<file path="config.mk">
export PLATFORM = sky130hd
export DESIGN_NAME = battery_adc_moving_average_unit
export DESIGN_NICKNAME = d
export VERILOG_FILES = /design/src/rtl/core/bavg_pkg.sv /design/src/rtl/core/battery_adc_moving_average_unit.sv /design/src/rtl/core/bavg_cell.sv /design/src/rtl/core/bavg_window.sv /design/src/rtl/core/bavg_scale.sv
export SDC_FILE = /design/constraint.sdc
export NUM_CORES = 2
export LEC_CHECK = 0
export BUFFER_PORTS_ARGS = -buffer_cell sky130_fd_sc_hd__buf_2
export CORE_ASPECT_RATIO = 1.2
export CORE_MARGIN = 4
export CORE_UTILIZATION = 60
export DETAILED_ROUTE_END_ITERATION = 7
export GPL_TIMING_DRIVEN = 1
export PLACE_DENSITY = 0.77
export SYNTH_ARGS = -nofsm -noshare
export SYNTH_HDL_FRONTEND = slang
export SYNTH_SLANG_ARGS = --single-unit
</file>
<file path="constraint.sdc">
create_clock -name i_clk -period 19.4 [get_ports i_clk]
set_input_delay 0.97 -clock i_clk [delete_from_list [all_inputs] [get_ports i_clk]]
set_output_delay 0.97 -clock i_clk [all_outputs]
set_load 0.01 [all_outputs]
</file>
<file path="src/rtl/core/bavg_pkg.sv">
// ============================================================================
// bavg_pkg
// Shared types and constants of the battery ADC moving average unit.
// ============================================================================
`default_nettype none

package bavg_pkg;

    // Window geometry (window length is kept a power of two)
    localparam int WINDOW_LEN = 32;
    localparam int WIN_LOG2   = $clog2(WINDOW_LEN);

    // Field widths
    localparam int SAMPLE_W = 16;
    localparam int MV_W     = 16;
    localparam int PCT_W    = 7;
    localparam int SUM_W    = SAMPLE_W + WIN_LOG2;
    localparam int PROD_W   = SAMPLE_W + MV_W;

    // APB register map
    localparam int APB_AW = 3;
    localparam int APB_DW = 32;

    typedef enum logic {
        REG_FULL_SCALE = 1'b0,
        REG_EMPTY      = 1'b1
    } t_reg_idx;

    // Register reset values
    localparam logic [MV_W-1:0] FULL_SCALE_RST = MV_W'(6600);
    localparam logic [MV_W-1:0] EMPTY_RST      = MV_W'(3200);

    // Percent scaling: excess / 10 saturated at 100
    localparam int PCT_STEP_MV = 10;
    localparam int PCT_MAX     = 100;
    localparam int PCT_SAT_MV  = (PCT_MAX + 1) * PCT_STEP_MV;
    localparam int PCT_D_W     = $clog2(PCT_SAT_MV);
    localparam int PCT_RECIP   = 205;  // ~ 2^11 / 10, exact below the saturation point
    localparam int PCT_SHIFT   = 11;
    localparam int PCT_RCP_W   = 8;
    localparam int PCT_MUL_W   = PCT_D_W + PCT_RCP_W;

    // Control word from the window logic to each cell
    typedef struct packed {
        logic shift;   // a new word enters the chain
        logic prime;   // first word after reset: every cell takes the sample
    } t_cell_ctl;

endpackage

`default_nettype wire

</file>
<file path="src/rtl/core/battery_adc_moving_average_unit.sv">
// ============================================================================
// battery_adc_moving_average_unit
// 32-tap moving average of battery ADC samples with millivolt and percent out.
// ============================================================================
// Usage:
//   Input channel (i_valid / o_ready / i_sample) takes one 16-bit ADC word per
//   accepted handshake. Output channel (o_valid / i_ready) returns one word per
//   input: o_average (window mean), o_battery_mv and o_percent.
//   Path: window sum register, then product, millivolt and output registers.
//   Throughput: one word per cycle while i_ready does not stall the output;
//   the running sum is updated once per word from the oldest tap of the cell
//   chain, scaling in a 3-stage pipe (multiply, divide by 65535, percent).
//   Stalls: each stage holds its word while the next is full; input is still
//   taken while a finished result waits, as long as a pipe stage is free.
//   Reset: the chain contents are undefined; the first word after reset is
//   loaded into every tap. full_scale_mv resets to 6600, empty_mv to 3200.
//   APB: full_scale_mv at 0x0, empty_mv at 0x4; write only while idle.
// ============================================================================
`default_nettype none

module battery_adc_moving_average_unit import bavg_pkg::*; (
    input  wire logic                i_clk,
    input  wire logic                i_rst_n,
    // sample input
    input  wire logic                i_valid,
    output logic                     o_ready,
    input  wire logic [SAMPLE_W-1:0] i_sample,
    // result output
    output logic                     o_valid,
    input  wire logic                i_ready,
    output logic      [SAMPLE_W-1:0] o_average,
    output logic      [MV_W-1:0]     o_battery_mv,
    output logic      [PCT_W-1:0]    o_percent,
    // APB configuration
    input  wire logic                psel,
    input  wire logic                penable,
    input  wire logic                pwrite,
    input  wire logic [APB_AW-1:0]   paddr,
    input  wire logic [APB_DW-1:0]   pwdata,
    output logic      [APB_DW-1:0]   prdata,
    output logic                     pready
);

    logic [MV_W-1:0]     r_full_scale_mv;
    logic [MV_W-1:0]     r_empty_mv;
    logic                w_wr;
    t_reg_idx            w_idx;
    logic                w_win_valid;
    logic                w_win_ready;
    logic [SAMPLE_W-1:0] w_win_avg;

    // register access
    assign pready = 1'b1;
    assign w_wr   = psel && penable && pwrite && pready;
    assign w_idx  = t_reg_idx'(paddr[2]);

    always_ff @(posedge i_clk) begin
        if (!i_rst_n) begin
            r_full_scale_mv <= FULL_SCALE_RST;
            r_empty_mv      <= EMPTY_RST;
        end else if (w_wr) begin
            unique case (w_idx)
                REG_FULL_SCALE: r_full_scale_mv <= pwdata[MV_W-1:0];
                REG_EMPTY:      r_empty_mv      <= pwdata[MV_W-1:0];
                default: ;
            endcase
        end
    end

    always_comb begin
        unique case (w_idx)
            REG_FULL_SCALE: prdata = {{(APB_DW-MV_W){1'b0}}, r_full_scale_mv};
            REG_EMPTY:      prdata = {{(APB_DW-MV_W){1'b0}}, r_empty_mv};
            default:        prdata = '0;
        endcase
    end

    // sample chain and running sum
    bavg_window u_window (
        .i_clk     (i_clk),
        .i_rst_n   (i_rst_n),
        .i_valid   (i_valid),
        .o_ready   (o_ready),
        .i_sample  (i_sample),
        .o_valid   (w_win_valid),
        .i_ready   (w_win_ready),
        .o_average (w_win_avg)
    );

    // scaling pipe
    bavg_scale u_scale (
        .i_clk           (i_clk),
        .i_rst_n         (i_rst_n),
        .i_full_scale_mv (r_full_scale_mv),
        .i_empty_mv      (r_empty_mv),
        .i_valid         (w_win_valid),
        .o_ready         (w_win_ready),
        .i_average       (w_win_avg),
        .o_valid         (o_valid),
        .i_ready         (i_ready),
        .o_average       (o_average),
        .o_battery_mv    (o_battery_mv),
        .o_percent       (o_percent)
    );

endmodule

`default_nettype wire

</file>
<file path="src/rtl/core/bavg_cell.sv">
// ============================================================================
// bavg_cell
// One tap of the sample chain: holds one sample, passes it on each shift.
// ============================================================================
`default_nettype none

module bavg_cell import bavg_pkg::*; (
    input  wire logic                i_clk,
    input  wire t_cell_ctl           i_ctl,
    input  wire logic [SAMPLE_W-1:0] i_sample,
    input  wire logic [SAMPLE_W-1:0] i_prev,
    output logic      [SAMPLE_W-1:0] o_data
);

    logic [SAMPLE_W-1:0] r_data;
    logic [SAMPLE_W-1:0] n_data;

    // take the neighbor's sample, or the new sample when priming
    always_comb begin
        n_data = r_data;
        if (i_ctl.shift) begin
            n_data = i_ctl.prime ? i_sample : i_prev;
        end
    end

    always_ff @(posedge i_clk) begin
        r_data <= n_data;
    end

    assign o_data = r_data;

endmodule

`default_nettype wire

</file>
<file path="src/rtl/core/bavg_window.sv">
// ============================================================================
// bavg_window
// Chain of sample cells plus the running window sum and the first pipe stage.
// ============================================================================
`default_nettype none

module bavg_window import bavg_pkg::*; (
    input  wire logic                i_clk,
    input  wire logic                i_rst_n,
    input  wire logic                i_valid,
    output logic                     o_ready,
    input  wire logic [SAMPLE_W-1:0] i_sample,
    output logic                     o_valid,
    input  wire logic                i_ready,
    output logic      [SAMPLE_W-1:0] o_average
);

    logic                r_primed;
    logic                r_valid;
    logic [SUM_W-1:0]    r_sum;
    logic [SUM_W-1:0]    n_sum;
    logic                w_fire;
    t_cell_ctl           w_ctl;
    logic [SAMPLE_W-1:0] w_tap [0:WINDOW_LEN];

    assign o_ready = !r_valid || i_ready;
    assign w_fire  = i_valid && o_ready;

    assign w_ctl.shift = w_fire;
    assign w_ctl.prime = !r_primed;

    // sample chain: tap 0 is the incoming word, the last tap the oldest one
    assign w_tap[0] = i_sample;

    for (genvar g = 0; g < WINDOW_LEN; g++) begin : g_cell
        bavg_cell u_cell (
            .i_clk    (i_clk),
            .i_ctl    (w_ctl),
            .i_sample (i_sample),
            .i_prev   (w_tap[g]),
            .o_data   (w_tap[g+1])
        );
    end

    // running sum: drop the oldest, add the newest
    always_comb begin
        n_sum = r_sum;
        if (w_fire) begin
            if (!r_primed) begin
                n_sum = {i_sample, {WIN_LOG2{1'b0}}};
            end else begin
                n_sum = r_sum - {{WIN_LOG2{1'b0}}, w_tap[WINDOW_LEN]}
                              + {{WIN_LOG2{1'b0}}, i_sample};
            end
        end
    end

    always_ff @(posedge i_clk) begin
        if (!i_rst_n) begin
            r_primed <= 1'b0;
            r_valid  <= 1'b0;
            r_sum    <= '0;
        end else begin
            r_sum <= n_sum;
            if (w_fire) begin
                r_primed <= 1'b1;
                r_valid  <= 1'b1;
            end else if (i_ready) begin
                r_valid  <= 1'b0;
            end
        end
    end

    // average = sum / WINDOW_LEN
    assign o_valid   = r_valid;
    assign o_average = r_sum[SUM_W-1:WIN_LOG2];

endmodule

`default_nettype wire

</file>
<file path="src/rtl/core/bavg_scale.sv">
// ============================================================================
// bavg_scale
// Three-stage scaling pipe: average to millivolts, then to charge percent.
// ============================================================================
`default_nettype none

module bavg_scale import bavg_pkg::*; (
    input  wire logic                i_clk,
    input  wire logic                i_rst_n,
    input  wire logic [MV_W-1:0]     i_full_scale_mv,
    input  wire logic [MV_W-1:0]     i_empty_mv,
    input  wire logic                i_valid,
    output logic                     o_ready,
    input  wire logic [SAMPLE_W-1:0] i_average,
    output logic                     o_valid,
    input  wire logic                i_ready,
    output logic      [SAMPLE_W-1:0] o_average,
    output logic      [MV_W-1:0]     o_battery_mv,
    output logic      [PCT_W-1:0]    o_percent
);

    logic                 r_v_prod, r_v_mv, r_v_out;
    logic                 w_rdy_prod, w_rdy_mv, w_rdy_out;
    logic [PROD_W-1:0]    r_prod;
    logic [SAMPLE_W-1:0]  r_avg_prod, r_avg_mv, r_avg_out;
    logic [MV_W-1:0]      r_mv, r_mv_out;
    logic [PCT_W-1:0]     r_pct;
    logic [PROD_W-1:0]    w_div_sum;
    logic [MV_W-1:0]      w_mv;
    logic [MV_W:0]        w_excess;
    logic [PCT_MUL_W-1:0] w_pct_mul;
    logic [PCT_W-1:0]     w_pct;

    assign w_rdy_out  = !r_v_out  || i_ready;
    assign w_rdy_mv   = !r_v_mv   || w_rdy_out;
    assign w_rdy_prod = !r_v_prod || w_rdy_mv;
    assign o_ready    = w_rdy_prod;

    // x / 65535 = (x + (x >> 16) + 1) >> 16, exact for any 16x16 product
    assign w_div_sum = r_prod + {{MV_W{1'b0}}, r_prod[PROD_W-1:MV_W]} + PROD_W'(1);
    assign w_mv      = w_div_sum[PROD_W-1:MV_W];

    // excess over empty level, divided by 10 through a reciprocal
    assign w_excess  = {1'b0, r_mv} - {1'b0, i_empty_mv};
    assign w_pct_mul = PCT_MUL_W'(w_excess[PCT_D_W-1:0]) * PCT_MUL_W'(PCT_RECIP);

    always_comb begin
        if (w_excess[MV_W]) begin
            w_pct = '0;
        end else if (w_excess >= (MV_W+1)'(PCT_SAT_MV)) begin
            w_pct = PCT_W'(PCT_MAX);
        end else begin
            w_pct = w_pct_mul[PCT_SHIFT +: PCT_W];
        end
    end

    // pipe control
    always_ff @(posedge i_clk) begin
        if (!i_rst_n) begin
            r_v_prod <= 1'b0;
            r_v_mv   <= 1'b0;
            r_v_out  <= 1'b0;
        end else begin
            if (w_rdy_prod) r_v_prod <= i_valid;
            if (w_rdy_mv)   r_v_mv   <= r_v_prod;
            if (w_rdy_out)  r_v_out  <= r_v_mv;
        end
    end

    // pipe payload
    always_ff @(posedge i_clk) begin
        if (w_rdy_prod) begin
            r_prod     <= PROD_W'(i_average) * PROD_W'(i_full_scale_mv);
            r_avg_prod <= i_average;
        end
        if (w_rdy_mv) begin
            r_mv     <= w_mv;
            r_avg_mv <= r_avg_prod;
        end
        if (w_rdy_out) begin
            r_pct     <= w_pct;
            r_mv_out  <= r_mv;
            r_avg_out <= r_avg_mv;
        end
    end

    assign o_valid      = r_v_out;
    assign o_average    = r_avg_out;
    assign o_battery_mv = r_mv_out;
    assign o_percent    = r_pct;

endmodule

`default_nettype wire
</file>
==> Word-level counts from Yosys, hierarchy flattened <==
Cells that the tools add are included.
{ "word_totals": {"wordCells": 108, "regBits": 689} }
{ "op_classes": {"n_mul": 2, "n_lt_le_gt_ge": 1, "mux": 36, "add_sub_neg": 5, "n_reduce_logical": 15, "bitwise": 1} }
{ "ops": {"columns": ["operator", "count"], "rows": [
  ["16-bit two-way mux", 31],
  ["32-bit case mux with 2 select lines", 1],
  ["32-bit by 1-bit adder with 32-bit output, second input constant", 1],
  ["32-bit by 16-bit adder with 32-bit output", 1],
  ["16-bit by 16-bit multiplier with 32-bit output", 1],
  ["21-bit by 16-bit adder with 21-bit output", 1],
  ["21-bit two-way mux", 1],
  ["21-bit by 16-bit subtractor with 21-bit output", 1],
  ["10-bit by 8-bit multiplier with 18-bit output, second input constant", 1],
  ["17-bit by 10-bit greater-or-equal comparator with 1-bit output, second input constant", 1],
  ["16-bit by 16-bit subtractor with 17-bit output", 1],
  ["7-bit two-way mux", 1],
  ["1-bit logical NOT", 4],
  ["1-bit logical OR", 4],
  ["2-bit AND reduction", 2],
  ["1-bit logical AND", 3],
  ["1-bit two-way mux", 2],
  ["2-bit nonzero test", 1],
  ["2-bit OR reduction", 1],
  ["1-bit inverter", 1]
]} }

==> Depth between registers and ports, before layout <==
{ "logic_depth": {"ltp_word": 7, "depth_mapped": 28, "depth_no_buf": 28} }

==> Cells and area by module <==
From an unflattened synthesis, not the netlist that was laid out.
{ "unflattened": {"cells_unflattened": 3092, "area_unflattened_um2": 42733.5} }
{ "modules_own_cells": {"columns": ["mod", "cells_per_inst", "area_per_inst_um2", "n_inst"], "rows": [
  ["bavg_cell", 34, 729.4, 32],
  ["bavg_scale", 1493, 15129.5, 1],
  ["bavg_window", 344, 2646.3, 1],
  ["battery_adc_moving_average_unit", 167, 1615.3, 1]
]} }

==> Least setup slack after synthesis <==
No wires, ideal clock.
{ "synth_path": {"path_type": "input to register", "start": "input i_ready", "end": "register u_window.g_cell[0].u_cell.r_data[0] (enable)", "n_path_buf": 1, "slack_ns": 2.709, "cell_stages": 6, "t_required_ns": 18.325, "t_arrival_ns": 15.616, "path_cell_list": "nor2b_1 -> and3_1 -> nand2_1 -> nand2_1 -> inv_1 -> clkbuf_1"} }
{ "synth_between": {"elab_chain_len": 5} }
{ "synth_rtl": {"columns": ["element", "line", "source"], "rows": [
  ["from (decl)", "battery_adc_moving_average_unit.sv:30", "input wire logic i_ready,"],
  ["1-bit logical OR", "bavg_scale.sv:34", "assign w_rdy_out = !r_v_out || i_ready;"],
  ["1-bit logical OR", "bavg_scale.sv:35", "assign w_rdy_mv = !r_v_mv || w_rdy_out;"],
  ["1-bit logical OR", "bavg_scale.sv:36", "assign w_rdy_prod = !r_v_prod || w_rdy_mv;"],
  ["1-bit logical OR", "bavg_window.sv:26", "assign o_ready = !r_valid || i_ready;"],
  ["via o_ready", "battery_adc_moving_average_unit.sv:26", "output logic o_ready,"],
  ["1-bit logical AND", "bavg_window.sv:27", "assign w_fire = i_valid && o_ready;"],
  ["via u_window.w_fire", "bavg_window.sv:22", "logic w_fire;"],
  ["to (signal assigned)", "bavg_cell.sv:27", "r_data <= n_data;"],
  ["to (decl)", "bavg_cell.sv:15", "logic [SAMPLE_W-1:0] r_data;"]
]} }
The timed path passes the listed nets, and every way through them passes these cells.
A chain may end at the register's enable or synchronous reset.

==> Final worst setup path <==
{ "layout_path": {"start": "register u_window.r_sum[14]", "end": "register u_scale.r_prod[30], data pin"} }
{ "layout_between": {"elab_chain_len": 1} }
{ "layout_rtl": {"columns": ["element", "line", "source"], "rows": [
  ["from (decl)", "bavg_window.sv:20", "logic [SUM_W-1:0] r_sum;"],
  ["from (signal assigned)", "bavg_window.sv:64", "r_sum <= n_sum;"],
  ["16-bit by 16-bit multiplier with 32-bit output", "bavg_scale.sv:73", "r_prod <= PROD_W'(i_average) * PROD_W'(i_full_scale_mv);"],
  ["to (signal assigned)", "bavg_scale.sv:73", null],
  ["to (decl)", "bavg_scale.sv:24", "logic [PROD_W-1:0] r_prod;"]
]} }
Every way passes these cells.

==> results.md <==
* Worst setup SP type: flip-flop
* Reg clk slew, reported paths at approximately 0.060 ns
* Slowest-stage cell, CP: dfxtp_1
* GRT Overall Usage at 0.2134
* Number of max-cap violations at 0
* Cells after Synth at 3560
* Crit-path cells: nand2_1, fa_1, fa_1, fa_1, inv_1, fa_1, fa_1, inv_1, fa_1, inv_1, ha_1, a21o_1, a221o_1, a21oi_2, a21oi_2, o311ai_2, a21oi_1, a211o_1, a221oi_2, xnor2_1
* Synth area leader: edfxtp_1
* Post-CTS Setup Repair Bufs at 0
* Count of cell types in the netlist at 63
* Grt ovf at 0
* Main synth FF type: edfxtp_1
* Crit Path Class: reg -> reg
* Mapped cell area at 38210 sq um
* Peak supply drop at between 0.3 and 0.4 mV
* Largest net degree at the start of global routing at 260
* Layout cells sized above 1 at 0.06698
* IO Port Bufs at between 90 and 100
* CP Capture Type: flip-flop
* Antenna-violating nets left at 0
* Std cell rows at between 100 and 150
* Max layer used: met4
* Post-DR wirelength/cell at between 15 and 20 um
* Initial antenna violation count at 2
* Post-synth EDFFs at between 600 and 700
* Worst-margin pin slew at about 1.2 ns
* Slew Viols, Final at 0
* DP Area at 39220 sq um
* DRC viols at 0
* Vias in the first global route at around 24000
* WP data arrival at around 7.3 ns
* RSZ-0062 raised after global routing: no
* Crit-path max cell delay at just under 1 ns
* Final setup fails at 0
* Place WS at 12.38 ns
* CP required at roughly 20 ns
* Post-DP HPWL at between 40 and 50 mm
* Warnings, synthesis at 0
* Clk sinks at 689
* Top-count cell post-synth: nand2_1
* Placer Congestion at about 0.9
* Fmax at 143.4 MHz
* Met3 WL at about 3.6 mm
* Nets at between 4000 and 5000
* Ports at between 100 and 150
* CP Max Fanout at 19
* CTS buffer count at 69
* PwrDens at roughly 150 nW/um^2
* Minimum clock period at ~7 ns
* CTS tree: built
* Met1 wire length at between 30 and 40 mm
* CTS Hold Bufs at 0
* Top post-synthesis cells by area: edfxtp_1 (50%), nand2_1 (12%), fa_1 (12%)
* WL met2 at 35.11 mm
* CTS Buffer Depth at 3
* Vias at about 24000
* Initial drt markers at ~1700
* Status: finished, final reports clean
* Worst hold slack at slightly above 0.4 ns
* Clock latency on the worst-skew pair at a little over 0.6 ns
* Slack of the critical path at approximately 12 ns
* Die W at 238.4 um
* Htree depth at 3
* Starting Density at 0.6047
* Yosys reg bits at about 690
* First-pass GRT wire length at approximately 120 mm
* Leakage power at 0.01895 uW
* Synthesis-to-layout area growth at 8.324%
* Resized cells post-CTS at 0
* Final wirelength at just over 70 mm
* Final Hold Fails at 0
* Most used cell, CP: fa_1
* Root Driver: clkbuf_16
* Pre-Repair DR Iteration Count at 8
* Post-route cell area at around 41000 sq um
* Hold/Removal Path Class: reg -> reg
* Syn_area_per_cell at 10.73 sq um
* Max Clock Skew at ~0.026 ns
* Die H at approximately 280 um
* Fin crit share at 0.3593
* Vias per Instance at 5.363
* Die area at about 68000 sq um
* Ys async rst share at 0
* Relative slew slack at 0.1817
* Setup TNS at 0 ns
* Sequential fraction of the synthesis area at 0.5263
* Most frequent cells after synthesis: nand2_1 (1238), edfxtp_1 (631), inv_1 (384)
* Core ar. at around 63000 sq um
* Area share of the largest cell type after synthesis at 0.4959
[area by class of cell]
class,instances,area (sq um)
fill,4824,21800
sequential,689,20110
multi-input combinational,2313,15940
clock buffer,96,1882
inverter,384,1449
tap,824,1031
timing repair buffer,120,685.7
clock inverter,26,282.8
antenna,2,5.005
[critical path: cells and delay by family, from the launching register on]
kind                       cells  cell delay, ns
AOI/OAI and AO/OA              8            1.98
DFF                            1            0.97
buffers and inverters          3            0.15
and+or+nand+nor                1            0.17
adders and majority gates      7            3.32
xor gates and xnor gates       1            0.09
[state kept, by name, summed over array words and instances, names as in the netlist, 7 cells and up]
register and cells:
u_window.g_cell.u_cell.o_data 512, u_scale.r_avg_mv 16, u_scale.o_battery_mv 16, r_empty_mv 16, u_window.r_sum 21, r_full_scale_mv 16, u_scale.r_avg_prod 16, u_scale.r_mv 16
u_scale.r_prod 32, u_scale.o_average 16, u_scale.o_percent 7
[logic make-up (layout without fill, tap and decap cells)]
group                    Yosys count  count (layout)  share of synthesized area
AO/OA/AOI/OAI                    245             245                    0.04179
XOR/XNOR                          67              67                    0.01536
adder cells (fa/ha/maj)          436             436                     0.1876
buffers and inverters            573             626                    0.05796
flip-flops                       689             689                     0.5263
multiplexers                      19              19                   0.005501
other                              2              19                  0.0001966
AND/OR/NAND/NOR                 1529            1529                     0.1653
[per-stage QoR]
| step | utilization | power (uW) | cells |
|---|---|---|---|
| after floorplan | - | 4169 | 3575 |
| after global placement | 0.6207 | 4663 | 4330 |
| after detailed placement | 0.6207 | 4807 | 4330 |
| after CTS | 0.6550 | 6122 | 4452 |
| after global routing | 0.6550 | 6639 | 4452 |
| final | 0.6550 | 6071 | 4454 |
[report_power, final]
| group | internal (uW) | switching, uW | leakage [uW] | total, uW |
|---|---|---|---|---|
| clock | 726 | 554 | 0.00105 | 1280 |
| sequential | 1840 | 99.5 | 0.00691 | 1940 |
| combinational | 1250 | 1600 | 0.0110 | 2850 |
[layout by cell type, fill, tap and decap left out, types with 16 or more instances in the layout]
| cell | netlist | final |
|---|---|---|
| and2_1 | 124 | 124 |
| nand3_1 | 32 | 32 |
| a21o_1 | 38 | 38 |
| xor2_1 | 18 | 18 |
| a21oi_1 | 81 | 81 |
| nand2b_1 | 28 | 28 |
| nand2_1 | 1238 | 1238 |
| ha_1 | 208 | 208 |
| xnor2_1 | 49 | 49 |
| fa_1 | 228 | 228 |
| nor2_1 | 51 | 51 |
| buf_2 | 0 | 96 |
| conb_1 | 2 | 17 |
| inv_1 | 384 | 382 |
| o21ai_0 | 31 | 31 |
| edfxtp_1 | 631 | 631 |
| clkbuf_1 | 167 | 21 |
| mux2_2 | 16 | 16 |
| dfxtp_1 | 58 | 57 |
| buf_4 | 17 | 22 |
| a31oi_1 | 18 | 18 |
| clkbuf_16 | 0 | 69 |
[worst paths after layout]
kind / from / to / slack (ns) / cells past startpoint
setup reg to reg: u_window.r_sum[14] / u_scale.r_prod[30] / 12.43 / 20
hold reg to reg: u_scale.r_avg_mv[12] / u_scale.o_average[12] / 0.41 / 0
setup / recovery: u_window.r_sum[14] / u_scale.r_prod[30] / 12.43 / 20
hold / removal: u_scale.r_avg_mv[12] / u_scale.o_average[12] / 0.41 / 0
[layer usage]
metal,vias to the layer above,global-route usage
met4,0,0.07563
met1,11614,0.2901
met3,156,0.03008
li1,11540,-
met2,577,0.3556
met5,-,0
Power figures use the tool's default switching activity.
